$ cat src/hdl/rds_pkg.sv
// Shared types, constants and helpers of the datagram session reliability block.
package rds_pkg;

  localparam int QUEUE_DEPTH   = 16;
  localparam int RECV_SEQ_BITS = 16;
  localparam int MAX_OUT       = 16;

  localparam int SEQ_W  = 15;
  localparam int QIW    = $clog2(QUEUE_DEPTH);
  localparam int QCW    = $clog2(QUEUE_DEPTH + 1);
  localparam int VW     = $clog2(MAX_OUT + 1);

  // seen-sequence bitmap: rows of SEEN_WORD bits
  localparam int SEEN_WORD = 16;
  localparam int SEEN_BW   = $clog2(SEEN_WORD);
  localparam int SEEN_ROWS = (1 << RECV_SEQ_BITS) / SEEN_WORD;
  localparam int ROW_W     = RECV_SEQ_BITS - SEEN_BW;

  localparam int IN_DATA_W  = 104;
  localparam int OUT_DATA_W = 64;
  localparam int CFG_AW     = 4;

  localparam logic [1:0] REG_SESSION_ID   = 2'd0;
  localparam logic [1:0] REG_START_SEQ    = 2'd1;
  localparam logic [1:0] REG_RETRY_TICKS  = 2'd2;
  localparam logic [1:0] REG_MAX_ATTEMPTS = 2'd3;

  localparam logic [15:0] CMD_ACK    = 16'd1;
  localparam logic [15:0] CMD_PING   = 16'd2;
  localparam logic [15:0] CMD_SIGNON = 16'd4;
  localparam logic [3:0]  TRIES_MAX  = 4'hf;

  typedef enum logic [1:0] {
    OP_TX      = 2'd0,
    OP_RECV    = 2'd1,
    OP_TICK    = 2'd2,
    OP_RESTART = 2'd3
  } op_t;

  typedef enum logic [3:0] {
    KIND_TX         = 4'd0,
    KIND_SEND_ACK   = 4'd1,
    KIND_DELIVER    = 4'd2,
    KIND_DUPLICATE  = 4'd3,
    KIND_BAD_SESS   = 4'd4,
    KIND_ACKED      = 4'd5,
    KIND_ACK_IGN    = 4'd6,
    KIND_RESEND     = 4'd7,
    KIND_CONN_FAIL  = 4'd8,
    KIND_SEND_FAIL  = 4'd9,
    KIND_QUEUE_FULL = 4'd10,
    KIND_RESTARTED  = 4'd11
  } kind_t;

  typedef enum logic [2:0] {
    CLS_TX,
    CLS_RX_BAD,
    CLS_RX_ACK,
    CLS_RX_DATA,
    CLS_TICK,
    CLS_RESTART
  } cls_t;

  typedef struct packed {
    cls_t        cls;
    logic [15:0] seq;
    logic [15:0] cmd;
    logic [31:0] clients;
    logic        no_retry;
  } cmd_t;

  typedef struct packed {
    kind_t       kind;
    logic [15:0] seq;
    logic [15:0] cmd;
    logic [31:0] clients;
    logic        last;
  } res_t;

  typedef struct packed {
    logic clearing;
  } stat_t;

  function automatic res_t mk_res(input kind_t k, input logic [15:0] s,
                                  input logic [15:0] c, input logic [31:0] n,
                                  input logic l);
    res_t r;
    r.kind    = k;
    r.seq     = s;
    r.cmd     = c;
    r.clients = n;
    r.last    = l;
    return r;
  endfunction

  // wrap-safe: expired when expiry - now is zero or negative
  function automatic logic expired(input logic [31:0] exp, input logic [31:0] now);
    logic [31:0] d;
    d = exp - now;
    return (d == 32'd0) || d[31];
  endfunction

endpackage

$ cat src/hdl/rds_cmdq.sv
// Two-entry command queue between the front end and the engine.
module rds_cmdq (
  input  logic          clk,
  input  logic          rst_n,
  input  logic          push,
  input  rds_pkg::cmd_t push_cmd,
  output logic          full,
  input  logic          pop,
  output logic          valid,
  output rds_pkg::cmd_t head
);
  import rds_pkg::*;

  cmd_t       ent_r [2];
  logic       rd_r;
  logic       wr_r;
  logic [1:0] cnt_r;

  assign full  = (cnt_r == 2'd2);
  assign valid = (cnt_r != 2'd0);
  assign head  = ent_r[rd_r];

  always_ff @(posedge clk) begin
    if (!rst_n) begin
      rd_r  <= 1'b0;
      wr_r  <= 1'b0;
      cnt_r <= 2'd0;
    end else begin
      if (push) begin
        ent_r[wr_r] <= push_cmd;
        wr_r        <= !wr_r;
      end
      if (pop) begin
        rd_r <= !rd_r;
      end
      cnt_r <= cnt_r + {1'b0, push} - {1'b0, pop};
    end
  end
endmodule

$ cat config.mk
export PLATFORM = sky130hd
export DESIGN_NAME = rds_cmdq
export DESIGN_NICKNAME = d
export VERILOG_FILES = /design/src/hdl/rds_pkg.sv /design/src/hdl/rds_cmdq.sv
export SDC_FILE = /design/constraint.sdc
export NUM_CORES = 1
export LEC_CHECK = 0
export BUFFER_PORTS_ARGS = -buffer_cell sky130_fd_sc_hd__buf_2
export CAP_MARGIN = 20
export CORE_ASPECT_RATIO = 0.7
export CORE_MARGIN = 5
export CORE_UTILIZATION = 52
export CTS_CLUSTER_DIAMETER = 30
export DETAILED_ROUTE_END_ITERATION = 8
export PLACE_DENSITY = 0.79
export SYNTH_ARGS = -nofsm -noshare
export SYNTH_HDL_FRONTEND = slang
export SYNTH_SLANG_ARGS = --single-unit
$ cat constraint.sdc
create_clock -name clk -period 5.9 [get_ports clk]
set_clock_uncertainty 0.05 [all_clocks]
set_input_delay 0.885 -clock clk [delete_from_list [all_inputs] [get_ports clk]]
set_output_delay 0.885 -clock clk [all_outputs]
set_load 0.02 [all_outputs]
==> metrics.cfg, run 1 <==
[floorplan]
die_area_mm2 = 0.0122
fp.coreArea_mm2 = 0.00976
fp.dieW_um = 130
ios = 142
start_util = 0.536
die_y_um = 93.9
rows = 30

[synth]
ys_seq_area_frac = 0.800
avgSynthCellArea_um2 = 22.3
syn_inst = 234
syn_area_mm2 = 0.00523
synth_nets = 308
synth_seq_cells = 141
yosysWarnings = 0
synthDistinctLibCells = 17

[worst_hold_path]
holdPathStages = 2
hold_class = register to register
worstHoldStart = rd_r$_SDFFE_PN0P_

[clocking]
hold_buffers = 0
clkTransAtPathRegs_ns = 0.06
postCtsSetupBuffers = 0
cts_tree = done
cts-root-buf = clkbuf_16
cts-resized-gates = 0
cts_max_level = 4
clock_sinks = 141
clock_path_buffers = 2
clock_latency_ns = 0.41
numCtsBuffers = 17

[cells_and_area]
area_growth_pct = 27.5
n_antenna_cell = 0
nets = 461
fillers = 654
drive_above_1_share = 0.610

[outcome]
outcome = finished clean

[worst_setup_path]
ff2ff_path_depth = 2
arrival_ns = 2.08
worst_setup_path_end_kind = output port
required_ns = 4.97
crit_type = register to output port
worstSetupStartpointType = register
worstPathMaxFanout = 68
reg2reg_from = wr_r$_SDFFE_PN0P_
r2r_end = ent_r[0][41]$_DFFE_PP_
reg2reg_setup_slack_ns = 3.80

[timing]
rsz0062_at_grt = no
hold_viol_final = 0
fin_crit_sh = 0.511
max_freq_mhz = 332
drv_slew = 0
setup_viol_count_final = 0
tightest_slew_ns = 1.04
setup_tns_ns = 0
period_needed_ns = 3.01
timing.slew.headroom = 0.307

[grt]
grt_pass1_wl_um = 14100
grt_max_degree = 69
grt-ovfl-total = 0
antenna_found_initial = 1
track_usage = 0.158
grt_pass1_vias = 2863

[place]
finalWeightedCongestion = 0.742
port_buffers = 141
dp_hpwl_um = 6060

[pwr]
peakVddDrop_uv = 257
p_total_mw = 2.52
p_per_area_mw_per_mm2 = 377
p_leak_nw = 2.54

[routing]
routedWlPerCell_um = 17.6
drc = 0
drtPass1Iterations = 5
drt_iter0_markers = 174
viasPerCell = 4.97
antenna_left = 0
dr_total_vias = 2622
wl_um = 9280

[run]
maxCapViolCount = 0

==> kinds of logic after synthesis <==
kind of cell,after synthesis,synth area share
AND/OR/NAND/NOR,10,0.0110
multiplexers,68,0.161
adder cells (fa/ha/maj),2,0.00479
flip-flops,141,0.800
XOR/XNOR,3,0.00766
buffers and inverters,10,0.0153
==> flip-flops by register name, summed over array words and instances (netlist names), named ones only <==
name   flops
wr_r       1
ent_r    136
cnt_r      2
rd_r       1
==> metal layers <==
layer | global-route usage | wire (um)
met3 | 0.0750 | 1090
met5 | 0 | 7
met2 | 0.241 | 4310
met1 | 0.194 | 3780
met4 | 0.0675 | 91
==> synthesized netlist by cell type <==
cell type / count / area (um2)
nor2_1: 1 / 3.75
buf_2: 4 / 20.0
buf_8: 2 / 30.0
dfxtp_1: 5 / 100
mux2_2: 48 / 541
xor2_1: 2 / 17.5
and2_1: 4 / 25.0
inv_1: 2 / 7.51
nand2_1: 1 / 3.75
buf_6: 2 / 22.5
edfxtp_1: 136 / 4080
xnor3_1: 1 / 22.5
or2_2: 1 / 6.26
ha_1: 2 / 25.0
nor2b_1: 2 / 12.5
mux2_4: 20 / 300
and3_1: 1 / 6.26
==> power breakdown <==
group	internal, mW	total (mW)	switching (mW)
sequential	1.15	1.18	0.0313
combinational	0.112	0.238	0.126
clock	0.705	1.10	0.397
total	1.96	2.52	0.554
==> layout make-up <==
| cell class | count | area [um2] | share of cell area |
|---|---|---|---|
| clock inverters | 15 | 196 | 0.0295 |
| repair buffers | 142 | 713 | 0.107 |
| clock buffers | 17 | 425 | 0.0638 |
| multi-input cells | 83 | 976 | 0.146 |
| inverters | 2 | 7.51 | 0.00113 |
| flip-flops and latches | 141 | 4190 | 0.628 |
| well taps | 128 | 160 | 0.0240 |
==> cells in the final DEF, fill, tap and decap left out <==
cell        Yosys  layout
buf_4           0       1
inv_1           2       2
dfxtp_4         0       1
clkinv_2        0       1
mux2_4         20      20
xor2_1          2       2
buf_2           4     141
clkbuf_16       0      17
bufinv_16       0       4
nand2_1         1       1
clkinv_1        0       2
nor2b_1         2       2
clkinvlp_4      0       5
and3_4          0       1
nor2_4          0       1
ha_1            2       2
or2_2           1       1
dfxtp_1         5       4
edfxtp_1      136     136
inv_6           0       1
and2_1          4       4
mux2_2         48      48
xnor3_1         1       1
clkinv_4        0       2
==> how the worst max path moves through the flow <==
| stage | startpoint | to | slack, ns | cells past startpoint |
|---|---|---|---|---|
| floorplan | rst_n | ent_r[0][0]$_DFFE_PP_ | 1.55 | 2 |
| global placement | rst_n | ent_r[0][18]$_DFFE_PP_ | 3.06 | 4 |
| detailed placement | rst_n | ent_r[0][19]$_DFFE_PP_ | 3.02 | 4 |
| CTS | register | head[22] | 2.87 | 2 |
| global route | register | head[67] | 2.81 | 2 |
| finish | register | head[67] | 2.89 | 2 |
==> worst max-delay path, cell delays in order, from the launching register on <==
cell and delay [ns]:
dfxtp_4 1.00, mux2_2 0.41, buf_2 0.17
==> stage by stage <==
stage | util | std cells | setup WS (ns) | instance area [um2] | hold WS, ns
6_report | 0.683 | 528 | 2.89 | 6670 | 0.548
5_1_grt | 0.683 | 528 | 2.81 | 6670 | 0.564
4_1_cts | 0.683 | 528 | 2.87 | 6670 | 0.545
3_5_place_dp | 0.619 | 496 | 3.02 | 6040 | 0.526
3_3_place_gp | 0.619 | 496 | 3.06 | 6040 | 0.521
2_1_floorplan | - | 234 | 1.55 | 5230 | 0.505
No activity file was read; power rests on OpenSTA's default activity.
==> run 2, diff against run 1 <==
==> constraint.sdc (replaced) <==
create_clock -name clk -period 3 [get_ports clk]
set_clock_uncertainty 0.05 [all_clocks]
set_input_delay 0.45 -clock clk [delete_from_list [all_inputs] [get_ports clk]]
set_output_delay 0.45 -clock clk [all_outputs]
set_load 0.02 [all_outputs]
==> metrics.cfg, run 2 (same netlist as run 1, synthesis figures left out) <==
[worst_setup_path]
worstPathMaxFanout = 36
required_ns = 2.50
critPathMaxStageDelay_ns = 0.70
worstSetupStartpointType = register
worstPathCellList = buf_12 > mux2_2 > buf_2
crit_type = register to output port
reg2reg_setup_slack_ns = 1.39
cp_slowest_cell = dfxtp_4
arrival_ns = 1.96
worst_setup_path_end_kind = output port

[routing]
antenna_left = 0
dr_total_vias = 2627
drc = 0
drtPass1Iterations = 4
routedWlPerCell_um = 18.2
drt_iter0_markers = 160
viasPerCell = 4.96
wl_um = 9660

[outcome]
outcome = finished clean

[pwr]
p_total_mw = 5.00
p_leak_nw = 2.58
p_per_area_mw_per_mm2 = 743
peakVddDrop_uv = 538

[timing]
setup_viol_count_final = 0
fin_crit_sh = 0.819
hold_viol_final = 0
tightest_slew_ns = 0.547
period_needed_ns = 2.46
setup_tns_ns = 0
max_freq_mhz = 407
rsz0062_at_grt = no
drv_slew = 0
timing.slew.headroom = 0.635

[clocking]
postCtsSetupBuffers = 0
cts_tree = done
clock_sinks = 141
clock_path_buffers = 2
cts-resized-gates = 0
cts-root-buf = clkbuf_16
cts_max_level = 4
clock_latency_ns = 0.41
clkTransAtPathRegs_ns = 0.05
hold_buffers = 0
numCtsBuffers = 17

[grt]
grt_max_degree = 69
grt_pass1_wl_um = 15000
antenna_found_initial = 0
grt-ovfl-total = 0
grt_pass1_vias = 2988
track_usage = 0.167

[floorplan]
die_y_um = 93.9
fp.dieW_um = 130
start_util = 0.536
ios = 142
rows = 30
die_area_mm2 = 0.0122
fp.coreArea_mm2 = 0.00976

[run]
maxCapViolCount = 0

[cells_and_area]
drive_above_1_share = 0.602
final_cell_mix = buf_2 (141), edfxtp_1 (136), mux2_2 (48), mux2_4 (20), clkbuf_16 (17)
reg_top3 = ent_r: 136 flops, cnt_r: 2 flops
area_growth_pct = 28.7
nets = 463
n_antenna_cell = 0
regMostFlops = ent_r
final_common_cell = buf_2
fillers = 654
largest_register_ffs = 136

[place]
port_buffers = 141
dp_hpwl_um = 6280
finalWeightedCongestion = 0.737

[worst_hold_path]
hold_class = input pin to register

run 2: worst paths after layout:
path                            end  depth (start not counted)              start
max                        head[36]                          3           register
min          ent_r[0][65]$_DFFE_PP_                          1       push_cmd[65]
max reg2reg  ent_r[1][15]$_DFFE_PP_                          2  wr_r$_SDFFE_PN0P_
min reg2reg                register                          2  rd_r$_SDFFE_PN0P_
run 2: power by group:
group          switching (mW)  internal (mW)  total, mW
registers              0.0453           2.25       2.30
clock network           0.741           1.46       2.21
logic                   0.269          0.227      0.496
total                    1.05           3.94       5.00
run 2: per-stage QoR:
| step | util | setup WS, ns | cell area [um2] | hold WS (ns) | instances |
|---|---|---|---|---|---|
| 3_5_place_dp | 0.625 | 0.954 | 6100 | 0.512 | 498 |
| 3_3_place_gp | 0.625 | 0.977 | 6100 | 0.509 | 498 |
| 2_1_floorplan | - | 0.264 | 5230 | 0.499 | 234 |
| 5_1_grt | 0.689 | 0.444 | 6730 | 0.163 | 530 |
| 4_1_cts | 0.689 | 0.505 | 6730 | 0.162 | 530 |
| 6_report | 0.689 | 0.543 | 6730 | 0.179 | 530 |
run 2: cell type report:
type / instances / area [um2] / area share
Clock buffer: 19 / 433 / 0.0644
Clock inverter: 13 / 196 / 0.0292
Timing Repair Buffer: 144 / 766 / 0.114
Tap cell: 128 / 160 / 0.0238
Sequential cell: 141 / 4190 / 0.623
Multi-Input combinational cell: 83 / 976 / 0.145
Inverter: 2 / 7.51 / 0.00112
run 2: worst max-delay path, delay by kind of cell, from the launching register on:
family,cells,cell delay [ns]
buffers and inverters,2,0.46
flip-flops,1,0.70
multiplexers,1,0.37
run 2: metal layers:
layer | GRT usage | up-vias | share of wire
li1 | - | 1230 | -
met2 | 0.270 | 109 | 0.48
met4 | 0.0623 | 0 | 0.014
met3 | 0.0682 | 13 | 0.091
met5 | 0 | - | 0
met1 | 0.203 | 1275 | 0.42
