$ cat config.mk
export PLATFORM = sky130hd
export DESIGN_NAME = rds_front
export DESIGN_NICKNAME = d
export VERILOG_FILES = /design/src/hdl/rds_pkg.sv /design/src/hdl/rds_front.sv
export SDC_FILE = /design/constraint.sdc
export NUM_CORES = 1
export LEC_CHECK = 0
export BUFFER_PORTS_ARGS = -buffer_cell sky130_fd_sc_hd__buf_4
export CORE_AREA = 2 2 81 83
export DETAILED_ROUTE_END_ITERATION = 8
export DIE_AREA = 0 0 83 85
export PLACE_DENSITY_LB_ADDON = 0.12
export SLEW_MARGIN = 20
export SYNTH_ARGS = -nofsm -noshare
export SYNTH_HDL_FRONTEND = slang
export SYNTH_SLANG_ARGS = --single-unit
$ cat constraint.sdc
create_clock -name vclk -period 1.7
set_input_delay 0.34 -clock vclk [all_inputs]
set_output_delay 0.34 -clock vclk [all_outputs]
set_load 0.02 [all_outputs]
$ cat src/hdl/rds_pkg.sv
// Shared types, constants and helpers of the datagram session reliability block.
package rds_pkg;

  localparam int QUEUE_DEPTH   = 16;
  localparam int RECV_SEQ_BITS = 16;
  localparam int MAX_OUT       = 16;

  localparam int SEQ_W  = 15;
  localparam int QIW    = $clog2(QUEUE_DEPTH);
  localparam int QCW    = $clog2(QUEUE_DEPTH + 1);
  localparam int VW     = $clog2(MAX_OUT + 1);

  // seen-sequence bitmap: rows of SEEN_WORD bits
  localparam int SEEN_WORD = 16;
  localparam int SEEN_BW   = $clog2(SEEN_WORD);
  localparam int SEEN_ROWS = (1 << RECV_SEQ_BITS) / SEEN_WORD;
  localparam int ROW_W     = RECV_SEQ_BITS - SEEN_BW;

  localparam int IN_DATA_W  = 104;
  localparam int OUT_DATA_W = 64;
  localparam int CFG_AW     = 4;

  localparam logic [1:0] REG_SESSION_ID   = 2'd0;
  localparam logic [1:0] REG_START_SEQ    = 2'd1;
  localparam logic [1:0] REG_RETRY_TICKS  = 2'd2;
  localparam logic [1:0] REG_MAX_ATTEMPTS = 2'd3;

  localparam logic [15:0] CMD_ACK    = 16'd1;
  localparam logic [15:0] CMD_PING   = 16'd2;
  localparam logic [15:0] CMD_SIGNON = 16'd4;
  localparam logic [3:0]  TRIES_MAX  = 4'hf;

  typedef enum logic [1:0] {
    OP_TX      = 2'd0,
    OP_RECV    = 2'd1,
    OP_TICK    = 2'd2,
    OP_RESTART = 2'd3
  } op_t;

  typedef enum logic [3:0] {
    KIND_TX         = 4'd0,
    KIND_SEND_ACK   = 4'd1,
    KIND_DELIVER    = 4'd2,
    KIND_DUPLICATE  = 4'd3,
    KIND_BAD_SESS   = 4'd4,
    KIND_ACKED      = 4'd5,
    KIND_ACK_IGN    = 4'd6,
    KIND_RESEND     = 4'd7,
    KIND_CONN_FAIL  = 4'd8,
    KIND_SEND_FAIL  = 4'd9,
    KIND_QUEUE_FULL = 4'd10,
    KIND_RESTARTED  = 4'd11
  } kind_t;

  typedef enum logic [2:0] {
    CLS_TX,
    CLS_RX_BAD,
    CLS_RX_ACK,
    CLS_RX_DATA,
    CLS_TICK,
    CLS_RESTART
  } cls_t;

  typedef struct packed {
    cls_t        cls;
    logic [15:0] seq;
    logic [15:0] cmd;
    logic [31:0] clients;
    logic        no_retry;
  } cmd_t;

  typedef struct packed {
    kind_t       kind;
    logic [15:0] seq;
    logic [15:0] cmd;
    logic [31:0] clients;
    logic        last;
  } res_t;

  typedef struct packed {
    logic clearing;
  } stat_t;

  function automatic res_t mk_res(input kind_t k, input logic [15:0] s,
                                  input logic [15:0] c, input logic [31:0] n,
                                  input logic l);
    res_t r;
    r.kind    = k;
    r.seq     = s;
    r.cmd     = c;
    r.clients = n;
    r.last    = l;
    return r;
  endfunction

  // wrap-safe: expired when expiry - now is zero or negative
  function automatic logic expired(input logic [31:0] exp, input logic [31:0] now);
    logic [31:0] d;
    d = exp - now;
    return (d == 32'd0) || d[31];
  endfunction

endpackage

$ cat src/hdl/rds_front.sv
// Front end: takes input requests, checks the session and classifies them.
module rds_front (
  input  logic                               in_tvalid,
  output logic                               in_tready,
  input  logic [rds_pkg::IN_DATA_W-1:0]      in_tdata,
  input  logic [1:0]                         in_tuser,
  input  logic [31:0]                        session_id,
  input  logic                               q_full,
  input  rds_pkg::stat_t                     stat,
  output logic                               push,
  output rds_pkg::cmd_t                      push_cmd
);
  import rds_pkg::*;

  logic [31:0] sess;
  op_t         op;

  assign sess      = in_tdata[31:0];
  assign op        = op_t'(in_tuser);
  assign in_tready = !q_full && !stat.clearing;
  assign push      = in_tvalid && in_tready;

  always_comb begin
    push_cmd.seq      = in_tdata[47:32];
    push_cmd.cmd      = in_tdata[63:48];
    push_cmd.clients  = in_tdata[95:64];
    push_cmd.no_retry = in_tdata[96];
    case (op)
      OP_TX:   push_cmd.cls = CLS_TX;
      OP_RECV: begin
        if (sess != session_id) push_cmd.cls = CLS_RX_BAD;
        else if (in_tdata[63:48] == CMD_ACK) push_cmd.cls = CLS_RX_ACK;
        else push_cmd.cls = CLS_RX_DATA;
      end
      OP_TICK: push_cmd.cls = CLS_TICK;
      default: push_cmd.cls = CLS_RESTART;
    endcase
  end
endmodule

==> results of run 1 <==
[final cells by class]
type / count / area, sq um
Fill cell: 703 / 4790
Inverter: 1 / 3.75
Multi-Input combinational cell: 52 / 449
Tap cell: 77 / 96.3
Timing Repair Buffer: 112 / 867
[cell usage after synthesis]
master    count  area (sq um)
and2_1        1          6.26
buf_4        65           488
clkbuf_1      1          3.75
inv_1         1          3.75
nand3_1       1          5.00
nand4_1       3          18.8
nor2_1        1          3.75
nor3_1        1          5.00
nor4_1       10          62.6
nor4b_1       1          8.76
o41a_1        1          11.3
or3_1         1          6.26
xnor2_1       4          35.0
xor2_1       28           245
[layer usage]
metal / track usage [%] / wire (um) / up-vias
met5: 0 / 0 / -
met4: 5.37 / 229 / 0
met3: 3.70 / 478 / 26
met2: 18.6 / 1840 / 95
met1: 8.17 / 1020 / 397
li1: - / - / 416
[stage by stage]
step | worst slack, ps | area, sq um
after CTS | -352 | 1400
after global routing | -460 | 1420
after global placement | -432 | 1360
after detailed placement | -476 | 1360
final | -299 | 1420
after floorplan | -29.7 | 910
[worst max-delay path, stage by stage]
cell	delay [ps]
buf_4	110
xor2_1	150
nor4_1	300
nand3_1	200
o41a_1	420
buf_6	140
[how the worst max path moves through the flow]
stage	startpoint	end
after floorplan	session_id[6]	push_cmd[65]
after global placement	session_id[1]	push_cmd[65]
after detailed placement	session_id[1]	push_cmd[66]
after global routing	session_id[15]	push_cmd[66]
after CTS	session_id[15]	push_cmd[66]
final	session_id[4]	push_cmd[65]
[report_power, final]
| part | internal [uW] | switching [uW] | leakage, uW |
|---|---|---|---|
| combinational | 207 | 124 | 0.000706 |
| clock | 0 | 0 | 0 |
| sequential | 0 | 0 | 0 |
| total | 207 | 124 | 0.000706 |
[logic make-up (layout without fill, tap and decap cells)]
| logic type | after synthesis | in the layout | synth area share (%) |
|---|---|---|---|
| xor gates and xnor gates | 32 | 32 | 31.0 |
| and+or+nand+nor | 19 | 19 | 12.9 |
| buffers and inverters | 67 | 113 | 54.8 |
| AOI/OAI and AO/OA | 1 | 1 | 1.25 |
[timing repair]
item / 4_1_cts / 5_1_grt
resized for setup: 10 / 2
pin swaps: 5 / 3
setup endpoints to repair: 2 / 2
==> run_results.csv, run 1 <==
group,metric,value,unit
yosys,avgSynthCellArea,7.59,sq um
floorplanning,coreArea,0.00620,sq mm
sta,worst_slack,-299,ps
sta,period_share,118,%
place,port_buffers,106,
sta,slew_headroom,76.6,%
yosys,netlist_area,903,sq um
finish,mostFrequentLayoutCell,"buf_4",
sta,drv_slew,0,
yosys,ys_warn_count,0,
worst_setup_path,criticalPathCategory,"input port to output port",
job,cap_violations,0,
finish,fin_util,22.8,%
detailed_routing,routedWlPerCell,14.7,um
finish,drive_above_1_share,70.9,%
worst_hold_path,min_path_cells,0,
worst_setup_path,endpoint_kind,"output port",
pwr,power,331,uW
sta,tightest_slew,348,ps
finish,regArea,0,sq um
worst_setup_path,arrival,1660,ps
detailed_routing,dr_total_vias,934,
status,status,"complete, but fails checks",
detailed_routing,drt-total-wl,3.57,mm
place,place_congestion,0.862,
global_routing,grt_max_degree,3,
floorplanning,die_area,0.00706,sq mm
finish,fin_nets,308,
global_routing,grtUsageTotal,9.51,%
worst_setup_path,critPathRequiredTime,1360,ps
detailed_routing,vias_per_cell,3.86,
sta,min_period,2000,ps
finish,antenna_cells,0,
place,dp.cells,242,
yosys,synthCells,119,
sta,fin_hold_ws,680,ps
clock_tree,cts_hold_buf,0,
pwr,p_leak,0.000706,uW
sta,fmax,500,MHz
yosys,ys_seq_area_share,0,%
floorplanning,rows,29,
global_routing,grt_pass1_vias,1082,
clock_tree,cts_setup_buffers,0,
floorplanning,die_h,85,um
floorplanning,die_w,83,um
sta,hold_violations,0,
status,violations,"negative setup slack",
sta,rsz0062_at_grt,"true",
detailed_routing,antenna_left,0,
sta,tns,-562,ps
detailed_routing,drt_iter0_drc,2,
pwr,powerDensity,233,mW/mm^2
floorplanning,start_util,14.6,%
finish,fin_cells,242,
worst_setup_path,crit_fanout,2,
worst_setup_path,cp-start-kind,"input port",
detailed_routing,drt-pass1-iter-count,3,
finish,mostFrequentLayoutCells,"buf_4, xor2_1, buf_6",
yosys,synthesis.nets,260,
worst_hold_path,hold_path_end,"push_cmd[0]",
worst_hold_path,worstHoldStart,"in_tdata[96]",
finish,area_growth,56.8,%
global_routing,grt_pass1_wl,5.46,mm
floorplanning,num_io_pins,211,
finish,clock_buffers,0,
sta,setup-violations-final,2,
place,hpwlAfterDp,3.37,mm
detailed_routing,drc,0,
global_routing,grt_overflow,0,
yosys,yosysUniqueCellTypes,14,
global_routing,antenna_found_initial,0,
pwr,peakVddDrop,0.0000634,V
finish,seq_cell_count,0,
worst_hold_path,min_path_type,"input port to output port",
No activity file was read; power rests on OpenSTA's default activity.
==> inputs of run 2 (changes only) <==
- RECOVER_POWER: not set -> 100
- REMOVE_ABC_BUFFERS: not set -> 1
==> run 2 against run 1 <==
- the run still ends with negative setup slack left
- combinational power shrank 8.8%
- fmax grew 1.2%
- wire length grew 69%
- critical path type unchanged
- total power shrank 8.6%
- highest routed layer unchanged
- sequential share of layout area is the same
- core utilization shrank 2.1 points
- worst hold slack is essentially flat
- first-iteration DRC count grew to 11 times the previous value
- critical endpoint unchanged
- worst setup slack gained 25 ps
- flip-flop and latch count is the same
- largest cell class unchanged
==> run_results.csv, run 2 (synthesized netlist as in run 1, its figures left out) <==
group,metric,value,unit
status,status,"complete, but fails checks",
status,violations,"negative setup slack",
global_routing,antenna_found_initial,0,
finish,area_growth,42.1,%
worst_setup_path,crit_fanout,2,
floorplanning,die_h,85,um
detailed_routing,drt_iter0_drc,21,
pwr,p_leak,0.000602,uW
clock_tree,cts_hold_buf,0,
detailed_routing,antenna_left,0,
worst_setup_path,arrival,1630,ps
sta,drv_slew,0,
detailed_routing,dr_total_vias,911,
finish,seq_cell_count,0,
sta,rsz0062_at_grt,"true",
worst_setup_path,critPathRequiredTime,1360,ps
worst_setup_path,endpoint_kind,"output port",
worst_setup_path,crit_path_end,"push_cmd[65]",
sta,setup-violations-final,2,
floorplanning,rows,29,
place,port_buffers,106,
floorplanning,die_area,0.00706,sq mm
finish,fin_util,20.7,%
place,hpwlAfterDp,5.79,mm
worst_hold_path,min_path_type,"input port to output port",
place,place_congestion,0.839,
finish,fin_nets,303,
detailed_routing,drc,0,
worst_setup_path,cp-start-kind,"input port",
job,cap_violations,0,
detailed_routing,vias_per_cell,3.84,
floorplanning,start_util,14.6,%
floorplanning,die_w,83,um
worst_setup_path,cp_common_cell,"buf_6",
sta,fmax,506,MHz
worst_setup_path,cp-startpoint,"in_tdata[18]",
finish,clock_buffers,0,
finish,regArea,0,sq um
sta,hold_violations,0,
global_routing,grt_pass1_wl,7.83,mm
floorplanning,coreArea,0.00620,sq mm
place,place_area,0.00131,sq mm
sta,period_share,116,%
detailed_routing,drt-pass1-iter-count,4,
finish,num-fill-cells,730,
worst_setup_path,worst_path_largest_cell_delay,350,ps
detailed_routing,routedWlPerCell,25.5,um
finish,drive_above_1_share,57.5,%
sta,slew_headroom,80.7,%
worst_setup_path,path_cells,"buf_6 > xor2_1 > nor4_2 > buf_4 > nand4_1 > o41a_1 > buf_6",
pwr,peakVddDrop,0.0000547,V
global_routing,grt_max_degree,3,
finish,finalInstanceArea,0.00128,sq mm
detailed_routing,drt-total-wl,6.04,mm
worst_setup_path,cp_slowest_cell,"o41a_1",
global_routing,grtUsageTotal,15.9,%
finish,mostFrequentLayoutCells,"buf_4, xor2_1, clkbuf_1",
floorplanning,num_io_pins,211,
finish,mostFrequentLayoutCell,"buf_4",
global_routing,grt_overflow,0,
sta,min_period,1970,ps
finish,antenna_cells,0,
pwr,powerDensity,235,mW/mm^2
global_routing,grt_pass1_vias,944,
sta,tightest_slew,287,ps
sta,worst_slack,-275,ps
worst_setup_path,criticalPathCategory,"input port to output port",
run 2: cell types whose count changed in the layout (fill, tap and decap cells not counted):
cell,delta
xor2_1,+1
clkbuf_1,+19
nor4_4,-1
xor2_2,-1
nor4_2,+1
buf_6,-2
buf_4,-22
run 2: layout make-up:
class	count	area, sq um	share of cell area, %
multi-input cells	52	433	33.7
inverters	1	3.75	0.292
well taps	77	96.3	7.50
repair buffers	107	751	58.5
run 2: where the power goes:
group	switching (uW)	internal [uW]	leakage, uW
Sequential	0	0	0
Combinational	121	181	0.000602
Clock	0	0	0
run 2: critical path, delay by kind of cell:
family          cells  cell delay [ps]
compound gates      1              350
xor+xnor            1              150
buf+inv             3              380
simple gates        2              410
run 2: per-layer routing:
layer,vias up,part of all wire (%),wire (um),GRT usage [%]
li1,406,-,-,-
met1,363,24,1440,11.7
met5,-,0,0,0
met4,0,0.083,5,0.149
met2,140,42,2570,23.2
met3,2,34,2030,25.8
run 2: repair_timing:
item | CTS | global route
endpoints found under the hold margin | 0 | 0
setup buffers | 0 | 0
pin swaps | 5 | 0
endpoints found under the setup margin | 2 | 2
gates resized for setup | 7 | 2
run 2: per-stage QoR:
step / hold WS [ps] / setup slack, ps / total power (uW) / instances / TNS (ps)
6_report: 680 / -275 / 302 / 237 / -479
3_5_place_dp: 680 / -383 / 312 / 237 / -686
4_1_cts: 680 / -319 / 322 / 237 / -562
3_3_place_gp: 680 / -436 / 309 / 237 / -758
5_1_grt: 680 / -408 / 328 / 237 / -733
2_1_floorplan: 680 / -219 / 65.6 / 53 / -232
run 2: worst min-delay path by stage:
stage | to | startpoint | slack, ps | depth (start not counted)
global route | push_cmd[0] | in_tdata[96] | 680 | 0
global placement | push_cmd[0] | in_tdata[96] | 680 | 0
CTS | push_cmd[0] | in_tdata[96] | 680 | 0
floorplan | push_cmd[0] | in_tdata[96] | 680 | 0
finish | push_cmd[0] | in_tdata[96] | 680 | 0
detailed placement | push_cmd[0] | in_tdata[96] | 680 | 0
